<file path="config.mk">
export PLATFORM = sky130hd
export DESIGN_NAME = imptt_scan
export DESIGN_NICKNAME = d
export VERILOG_FILES = /design/src/hw/rtl/imptt_pkg.sv /design/src/hw/rtl/imptt_scan.sv
export SDC_FILE = /design/constraint.sdc
export NUM_CORES = 1
export LEC_CHECK = 0
export ABC_AREA = 1
export CORE_AREA = 4 4 83 85
export CTS_CLUSTER_DIAMETER = 30
export CTS_CLUSTER_SIZE = 40
export DETAILED_ROUTE_END_ITERATION = 16
export DIE_AREA = 0 0 87 89
export DONT_BUFFER_PORTS = 1
export PLACE_DENSITY = 0.7
export RECOVER_POWER = 100
export SYNTH_ARGS = -nofsm -noshare
export SYNTH_HDL_FRONTEND = slang
export SYNTH_SLANG_ARGS = --single-unit
</file>
<file path="constraint.sdc">
create_clock -name clk -period 5 [get_ports clk]
set_input_delay 0.75 -clock clk [delete_from_list [all_inputs] [get_ports clk]]
set_output_delay 0.75 -clock clk [all_outputs]
set_load 0.005 [all_outputs]
</file>
<file path="src/hw/rtl/imptt_pkg.sv">
package imptt_pkg;

  // action codes carried on the request tuser
  localparam logic [1:0] ACT_ADD    = 2'd0;
  localparam logic [1:0] ACT_EDIT   = 2'd1;
  localparam logic [1:0] ACT_REMOVE = 2'd2;
  localparam logic [1:0] ACT_EXEC   = 2'd3;

  // result status codes
  localparam logic [1:0] STAT_OK        = 2'd0;
  localparam logic [1:0] STAT_EMPTY     = 2'd1;
  localparam logic [1:0] STAT_NOT_FOUND = 2'd2;

  localparam int USER_W = 16;
  localparam int ID_W   = 10;
  localparam int PRI_W  = 32;

  // one table entry as held in the slot memory
  typedef struct packed {
    logic              valid;
    logic [USER_W-1:0] user;
    logic [PRI_W-1:0]  pri;
  } slot_t;

  // control from the sequencer to the scan compare unit
  typedef struct packed {
    logic start;
    logic en;
  } scan_ctrl_t;

endpackage

</file>
<file path="src/hw/rtl/imptt_scan.sv">
module imptt_scan #(
  parameter int IDX_W = 10
) (
  input  logic                         clk,
  input  logic                         rst,
  input  imptt_pkg::scan_ctrl_t        ctrl,
  input  imptt_pkg::slot_t             entry,
  input  logic [IDX_W-1:0]             entry_addr,
  output logic                         found,
  output logic [IDX_W-1:0]             best_addr,
  output logic [imptt_pkg::USER_W-1:0] best_user
);
  import imptt_pkg::*;

  logic [PRI_W-1:0] best_pri;
  logic             take;

  // strictly greater wins; slots arrive from the highest id down,
  // so a tie keeps the higher id
  assign take = ctrl.en && entry.valid && (!found || (entry.pri > best_pri));

  always_ff @(posedge clk) begin
    if (rst || ctrl.start) begin
      found <= 1'b0;
    end else if (take) begin
      found <= 1'b1;
    end
  end

  always_ff @(posedge clk) begin
    if (take) begin
      best_pri  <= entry.pri;
      best_user <= entry.user;
      best_addr <= entry_addr;
    end
  end

endmodule

</file>
==> run summary, run 1 <==
Outcome: complete, no violations
Slowest CP cell: a21oi_4
Chip Width: 87 um
Synthesized cell area: 2690 um2
Layout cells sized above 1: 11.1%
Synthesized flop and latch total: 59
DR WL/cell: 14.7 um
Post-route DRC: 0
Endpoint class of the critical path: flip-flop
Reg area: 1760 um2
Max-cap violations: 0
DR vias: 1434
PostCTS Resize Cnt: 0
First-pass DRT Iterations: 2
CP cell instances: ha_1 -> nand2_1 -> nor2_1 -> nand2_1 -> nand2_1 -> nand2_1 -> nand2_1 -> nand2_1 -> nand2_1 -> nand2_1 -> a21oi_4 -> buf_12
Endpoints failing setup: 0
Design area: 3010 um2
Most Crowded Layer GR: met2
CP most frequent cell: nand2_1
GRT Resource Usage Total: 12.1%
GR Util met3: 7.65%
Initial antenna violation count: 0
H-tree levels: 3
Dpl hpwl: 3380 um
Clock latency on the worst-skew pair: 0.33 ns
First-pass GRT wire length: 6800 um
Max incr delay on CP: 0.78 ns
Row cnt: 29
Synth-to-Final Area Change: 12.3%
WHS Endpoint: best_user[12]
Hold Vio Cnt, Final: 0
Nets@finish: 316
CTS Hold Buffers Added: 0
Critical path type: in -> reg
Post-Layout Cell Count: 303
Pwr per Cell Area: 366 nW/um2
Clk sinks: 59
Startpoint types: input pin
Area contributors post-synth: edfxtp_1 65%, ha_1 15%, inv_1 5.6%
DRT iter0 DRCs: 63
Vias in the first global route: 1379
M2 GR Usage: 17.7%
Bufs on Longest Clock Path: 2
RSZ-0062 raised after global routing: no
Die height: 89 um
IO Pins: 90
Routed Wire Length: 4460 um
Hold path start: entry[44]
Critical Path RT: 5.03 ns
Place WS: 1.90 ns
Setup tns final: 0 ns
Hold depth: 0
Synth Net Count: 304
Clock transition at path regs: 0.07 ns
Critical Path AT: 2.80 ns
Fin crit period: 2.77 ns
M1 GR Usage: 14.1%
Max-slew violations: 0
Yosys warns: 0
Area of the multi-input gates: 771 um2
Post-DR vias/cell: 4.73
Top-area cell type share of the netlist area: 64.9%
Post-CTS setup buffers: 0
Core Box Area: 6200 um2
Final period utilization: 55.3%
I/O Buffers: 0
Hold Crit Class: in -> reg
Post-DRT Antenna Nets: 0
Worst slew pin tran: 0.994 ns
Clk_skew: 0.00490 ns
TritonCTS clock tree: done
DP Area: 2810 um2
Synth cell types: 20
Worst setup margin: 2.23 ns
Reg2Reg Depth: 13
Slew margin rel.: 33.6%
Synthesized area per cell: 12.8 um2
Cts bufs inserted: 9
Placed Cells: 287
Util after Layout: 48.6%
Initial core utilization: 43.3%
Diode count: 0
Die ar.: 7740 um2
R2R Setup Slk: 2.29 ns
Yosys top cell by area: edfxtp_1
Pleak: 1.29 nW
RD Place Congestion: 0.738
Fill count: 545
Max Fclk: 0.362 GHz
Worst r2r src: best_pri[7]
Root Driver: clkbuf_8
Sequential element share of the synthesized area: 65.6%
Grt ovf: 0
Syn Inst Count: 209
RR Endpoint: best_pri[23]
Worst Path Max Fanout: 30
Largest net degree at the start of global routing: 31
Highest ir drop seen on vdd: 0.220 mV
==> flip-flops by register name, summed over array words and instances, names as in the netlist <==
| signal | flops |
|---|---|
| found | 1 |
| best_pri | 32 |
| best_addr | 10 |
| best_user | 16 |
==> worst max-delay path, delay by kind of cell <==
kind	cells	cell delay, ns
buf+inv	1	0.29
fa+ha+maj	1	0.27
simple gates	9	0.68
compound gates	1	0.78
==> cells in the mapped netlist (all sizes together) <==
cell type,instances
edfxtp,58
inv,41
nand2,40
ha,32
a21oi,14
nor2,13
o21ai,3
nand3,2
nand4,2
a21o,1
clkinv,1
dfxtp,1
o21a,1
==> final cells by class <==
cell class              instances  area share, %
well taps                      77           3.20
multi-input cells             108           25.6
clock buffers                  10           4.23
inverters                      42           5.23
repair buffers                  1          0.664
clock inverters                 6           2.66
flip-flops and latches         59           58.4
==> placed cells by master, fill, tap and decap left out <==
| cell | n |
|---|---|
| clkinv_2 | 1 |
| dfxtp_1 | 1 |
| nor2_2 | 2 |
| clkinv_1 | 3 |
| edfxtp_1 | 58 |
| a21oi_4 | 1 |
| a21oi_1 | 12 |
| inv_1 | 40 |
| nand4_2 | 1 |
| nand2_2 | 3 |
| nand2_1 | 37 |
| nor2_4 | 2 |
| bufinv_16 | 2 |
| nor2_1 | 9 |
| clkbuf_8 | 9 |
| nand4_1 | 1 |
| o21ai_1 | 1 |
| ha_1 | 32 |
| o21a_1 | 1 |
| clkbuf_1 | 1 |
| o21ai_0 | 2 |
| nand3_1 | 2 |
| a21o_1 | 1 |
| clkinvlp_4 | 1 |
| inv_2 | 1 |
| a21oi_2 | 1 |
| buf_12 | 1 |
==> worst max path at each step <==
stage	cells after the start	slack, ns	from	to
6_report	12	2.23	entry[7]	best_pri[23]
5_1_grt	13	2.06	best_pri[7]	best_pri[19]
4_1_cts	12	2.25	entry[7]	best_pri[14]
3_5_place_dp	12	1.90	entry[7]	best_pri[12]
3_3_place_gp	12	1.96	entry[15]	best_pri[12]
2_1_floorplan	9	1.33	entry[23]	best_addr[0]
==> report_power, final <==
part / internal (mW) / switching [mW]
registers: 0.570 / 0.00738
logic: 0.0268 / 0.0425
clock network: 0.276 / 0.180
total: 0.873 / 0.230
==> routing by layer <==
| metal | share of wire, % | up-vias |
|---|---|---|
| li1 | - | 729 |
| met1 | 44 | 638 |
| met2 | 44 | 58 |
| met3 | 11 | 9 |
| met4 | 1.8 | 0 |
| met5 | 0 | - |
==> through the flow <==
step / total power [mW] / hold WS (ns)
after floorplan: 0.642 / 0.512
after global placement: 0.656 / 0.610
after detailed placement: 0.659 / 0.623
after CTS: 1.12 / 0.490
after global routing: 1.16 / 0.478
final: 1.10 / 0.507
==> cells by family (layout without fill, tap and decap cells) <==
logic type	count (synthesis)	in the layout	synth area share [%]
compound gates	19	19	4.01
fa+ha+maj	32	32	14.9
buf+inv	42	59	5.87
flops	59	59	65.6
simple gates	57	57	9.60
Power figures use the tool's default switching activity.
==> run 2, diff against run 1 <==
--- a/config.mk
+++ b/config.mk
@@ -5,14 +5,14 @@
 export SDC_FILE = /design/constraint.sdc
 export NUM_CORES = 1
 export LEC_CHECK = 0
-export ABC_AREA = 1
-export CORE_AREA = 4 4 83 85
+export ABC_AREA = 0
+export CORE_AREA = 4 4 81 83
 export CTS_CLUSTER_DIAMETER = 30
 export CTS_CLUSTER_SIZE = 40
 export DETAILED_ROUTE_END_ITERATION = 16
-export DIE_AREA = 0 0 87 89
+export DIE_AREA = 0 0 85 87
 export DONT_BUFFER_PORTS = 1
-export PLACE_DENSITY = 0.7
+export PLACE_DENSITY = 0.71
 export RECOVER_POWER = 100
 export SYNTH_ARGS = -nofsm -noshare
 export SYNTH_HDL_FRONTEND = slang
==> constraint.sdc (replaced) <==
create_clock -name clk -period 2.8 [get_ports clk]
set_input_delay 0.42 -clock clk [delete_from_list [all_inputs] [get_ports clk]]
set_output_delay 0.42 -clock clk [all_outputs]
set_load 0.005 [all_outputs]
==> run 2 against run 1 <==
  * Critical path depth fell by 4
  * Via count fell by 4.7%
  * Critical path type is now reg -> reg
  * Synthesized cell count fell by 15%
==> run summary, run 2 <==
Outcome: complete, no violations
Post-DR vias/cell: 5.08
Synthesized area per cell: 14.6 um2
Reg2Reg Depth: 8
Synthesized cell area: 2590 um2
Place WS: 0.386 ns
Worst setup margin: 0.379 ns
Clk_skew: 0.00766 ns
DRT iter0 DRCs: 63
Biggest regs: best_pri: 32 flops, best_user: 16 flops, best_addr: 10 flops
CP cell instances: inv_1 -> ha_1 -> nand4_1 -> nor3_1 -> nand2_1 -> a31oi_1 -> o21a_2 -> clkbuf_4
RR Endpoint: best_pri[14]
Fin crit period: 2.42 ns
Hold Vio Cnt, Final: 0
Row cnt: 28
Most Crowded Layer GR: met2
Commonest cells after routing, fill and taps aside: 58 x edfxtp_1, 34 x inv_1, 32 x ha_1
First-pass DRT Iterations: 4
IO Pins: 90
Number of flops mapped to enable cells by yosys: 58
Post-DRT Antenna Nets: 0
Hold depth: 1
Max FFs per register: 32
Die height: 87 um
Startpoint types: flip-flop
Diode count: 0
Setup tns final: 0 ns
R2R Setup Slk: 0.38 ns
Worst slew pin tran: 0.544 ns
Max-cap violations: 0
WHS Endpoint: found
Count leader, synth: edfxtp_1
Cts bufs inserted: 9
Hold WS: 0.154 ns
Slowest CP cell: clkbuf_4
Initial core utilization: 44.2%
Worst r2r src: best_pri[27]
M2 GR Usage: 18.6%
Design area: 2880 um2
Largest net degree at the start of global routing: 37
Max-slew violations: 0
RSZ-0062 raised after global routing: no
Vias in the first global route: 1355
Yosys top cell by area: edfxtp_1
Placed Cells: 254
Slew margin rel.: 63.8%
CTS Hold Buffers Added: 0
Clock transition at path regs: 0.06 ns
I/O Buffers: 0
DR vias: 1366
Area contributors post-synth: edfxtp_1 67%, ha_1 15%, inv_1 4.9%
RD Place Congestion: 0.814
Pwr per Cell Area: 643 nW/um2
Initial antenna violation count: 0
Critical path type: reg -> reg
Commonest cells post-synth: 58 x edfxtp_1, 34 x inv_1, 32 x ha_1
Syn Inst Count: 177
DR WL/cell: 16.7 um
Hold path start: ctrl[1]
PostCTS Resize Cnt: 0
Synth-to-Final Area Change: 11.2%
Highest ir drop seen on vdd: 0.277 mV
CP delay by family, top: simple AND/OR/NAND/NOR gates
Critical Path AT: 2.39 ns
Root Driver: clkbuf_8
Nets@finish: 285
Chip Width: 85 um
Synthesized flop and latch total: 59
Worst Path Max Fanout: 36
Post-CTS setup buffers: 0
Final period utilization: 86.5%
Max Fclk: 0.413 GHz
Bufs on Longest Clock Path: 2
GRT Resource Usage Total: 13.0%
Grt ovf: 0
Top-area cell type share of the netlist area: 67.3%
Most flop-heavy register: best_pri
Sequential element share of the synthesized area: 68.1%
GR Util met3: 9.18%
Synth Net Count: 272
Yosys warns: 0
Clock latency on the worst-skew pair: 0.33 ns
Endpoints failing setup: 0
Max incr delay on CP: 0.44 ns
Routed Wire Length: 4490 um
Async S/R FF share, synth: 0%
Critical Path RT: 2.77 ns
Post-route DRC: 0
WP buf/inv: 2
Dpl hpwl: 3460 um
TritonCTS clock tree: done
H-tree levels: 3
Pleak: 1.16 nW
First-pass GRT wire length: 7000 um
M1 GR Usage: 14.7%
DP Area: 2700 um2
Layout cells sized above 1: 8.25%
Post-Layout Cell Count: 269
Clk sinks: 59
Die ar.: 7400 um2
Synth cell types: 21
Main synth FF type: edfxtp_1
Commonest non-fill, non-tap cell in the layout: edfxtp_1
Core Box Area: 5850 um2
Fill count: 493
Endpoint class of the critical path: flip-flop
Hold Crit Class: in -> reg
run 2: cell types whose count changed after synthesis, sizes merged, moves of 5 or more:
cell / previous run / this run
nor2: 13 / 2
nand2: 40 / 8
nand4: 2 / 7
inv: 41 / 34
run 2: kinds of logic after synthesis:
| kind of cell | after synthesis | share of synthesized area, % |
|---|---|---|
| adders and majority gates | 32 | 15.5 |
| AOI/OAI and AO/OA | 28 | 6.82 |
| buffers and inverters | 34 | 4.93 |
| and+or+nand+nor | 24 | 4.69 |
| DFF | 59 | 68.1 |
run 2: how the worst max path moves through the flow:
stage / start / end / depth (start not counted)
detailed placement: entry[27] / best_user[8] / 7
floorplan: entry[1] / best_addr[0] / 6
finish: best_pri[27] / best_pri[14] / 8
CTS: best_pri[27] / best_user[4] / 8
global route: best_pri[27] / best_pri[22] / 8
global placement: entry[1] / best_user[9] / 7
run 2: power by group:
group,internal (mW),total [mW],switching (mW)
clock,0.397,0.716,0.319
sequential,1.02,1.03,0.0133
combinational,0.0404,0.104,0.0631
run 2: metrics by stage:
step	util [%]	power, mW
4_1_cts	49.2	1.88
6_report	49.2	1.85
2_1_floorplan	-	1.13
5_1_grt	49.2	1.95
3_5_place_dp	46.1	1.16
3_3_place_gp	46.1	1.15
run 2: per-layer routing:
layer	vias up	part of all wire [%]	wire, um
li1	678	-	-
met1	628	41	1850
met2	56	47	2110
met3	4	11	483
met4	0	0.96	43
met5	-	0	0
run 2: final cells by class:
| class | count | area, um2 | area share [%] |
|---|---|---|---|
| repair buffers | 2 | 12.5 | 0.435 |
| well taps | 75 | 93.8 | 3.26 |
| clock buffers | 9 | 124 | 4.31 |
| inverters | 34 | 128 | 4.44 |
| flip-flops and latches | 59 | 1760 | 61.2 |
| clock inverters | 6 | 57.6 | 2.00 |
| multi-input cells | 84 | 699 | 24.3 |
==> run 3, diff against run 2 <==
--- a/config.mk
+++ b/config.mk
@@ -12,7 +12,7 @@
 export DETAILED_ROUTE_END_ITERATION = 16
 export DIE_AREA = 0 0 85 87
 export DONT_BUFFER_PORTS = 1
-export PLACE_DENSITY = 0.71
+export PLACE_DENSITY = 0.56
 export RECOVER_POWER = 100
 export SYNTH_ARGS = -nofsm -noshare
 export SYNTH_HDL_FRONTEND = slang
==> run 3 against run 2 <==
  * Combinational power increased by 4%
  * Non-clock buffer count unchanged
  * Hold slack improved by 0.0058 ns
  * Cell area about the same
  * Largest cell class unchanged
==> run summary, run 3 (same netlist as run 2, synthesis figures left out) <==
Endpoints failing setup: 0
Die ar.: 7400 um2
Post-CTS setup buffers: 0
Max-cap violations: 0
Layout cells sized above 1: 8.72%
Post-DR vias/cell: 5.17
Fin crit period: 2.45 ns
Area of the multi-input gates: 699 um2
Synth-to-Final Area Change: 11.3%
Nets@finish: 285
Post-DRT Antenna Nets: 0
Final period utilization: 87.5%
Critical Path RT: 2.77 ns
H-tree levels: 3
GRT Resource Usage Total: 13.7%
Initial antenna violation count: 0
DRT iter0 DRCs: 46
CTS Hold Buffers Added: 0
IO Pins: 90
Initial core utilization: 44.2%
Largest net degree at the start of global routing: 38
Grt ovf: 0
First-pass GRT wire length: 7610 um
Dpl hpwl: 3930 um
Endpoint class of the critical path: flip-flop
Hold Crit Class: in -> reg
Die height: 87 um
Cts bufs inserted: 9
Outcome: complete, no violations
Hold WS: 0.160 ns
Critical path type: reg -> reg
Clock latency on the worst-skew pair: 0.32 ns
Diode count: 0
Root Driver: clkbuf_8
Design area: 2880 um2
Fill count: 516
Commonest cells after routing, fill and taps aside: 58 x edfxtp_1, 34 x inv_1, 32 x ha_1
Core Box Area: 5850 um2
Setup tns final: 0 ns
DR vias: 1397
Max Fclk: 0.408 GHz
I/O Buffers: 0
Max FFs per register: 32
Worst slew pin tran: 0.552 ns
Clk_skew: 0.00793 ns
Startpoint types: flip-flop
First-pass DRT Iterations: 3
Vias in the first global route: 1520
Commonest non-fill, non-tap cell in the layout: edfxtp_1
Slew margin rel.: 63.2%
Biggest regs: best_pri: 32 flops, best_user: 16 flops, best_addr: 10 flops
Pleak: 1.17 nW
RSZ-0062 raised after global routing: no
Hold Vio Cnt, Final: 0
Row cnt: 28
DP Area: 2700 um2
Most flop-heavy register: best_pri
Bufs on Longest Clock Path: 2
Highest ir drop seen on vdd: 0.341 mV
Chip Width: 85 um
Clock transition at path regs: 0.06 ns
Critical Path AT: 2.42 ns
Worst Path Max Fanout: 21
Clk sinks: 59
DR WL/cell: 18.3 um
RD Place Congestion: 0.738
Max-slew violations: 0
Pwr per Cell Area: 645 nW/um2
Reg area: 1760 um2
Post-route DRC: 0
Total power: 1.86 mW
Routed Wire Length: 4950 um
PostCTS Resize Cnt: 0
TritonCTS clock tree: done
run 3: where the power goes:
part,internal [mW],switching [mW]
Sequential,1.02,0.0139
Clock,0.403,0.315
Combinational,0.0412,0.0669
Total,1.46,0.396
run 3: layout make-up:
type	count	area share [%]
repair buffers	2	0.435
inverters	34	4.43
flip-flops and latches	59	61.2
well taps	75	3.26
multi-input cells	84	24.3
clock inverters	6	1.96
clock buffers	10	4.43
run 3: through the flow:
step | instances | util (%) | setup slack, ns
CTS | 270 | 49.3 | 0.410
global route | 270 | 49.2 | 0.210
global placement | 254 | 46.1 | 0.436
floorplan | 177 | - | 0.200
detailed placement | 254 | 46.1 | 0.376
finish | 270 | 49.2 | 0.350
run 3: routing by layer:
metal	vias up	track usage, %	share of wire, %
met5	-	0	0
met4	0	4.75	0.69
met3	4	7.95	10
met2	69	22.5	49
met1	648	14.9	40
li1	676	-	-
run 3: critical path, cell delays in order (launching register included):
cell and delay, ns:
edfxtp_1 0.36, inv_1 0.06, ha_1 0.24, a21oi_1 0.16, nand2_1 0.07, a211o_1 0.29, a2111o_1 0.34, o21a_2 0.22
clkbuf_2 0.35
run 3: path summary, 6_finish.rpt:
| path | start | depth (start not counted) | endpoint | slack (ns) |
|---|---|---|---|---|
| worst max-delay path | best_pri[30] | 8 | best_pri[5] | 0.35 |
| worst min-delay path | ctrl[1] | 1 | found | 0.16 |
| worst min register to register | found | 2 | found | 0.56 |
| worst max register to register | best_pri[30] | 8 | best_pri[5] | 0.35 |
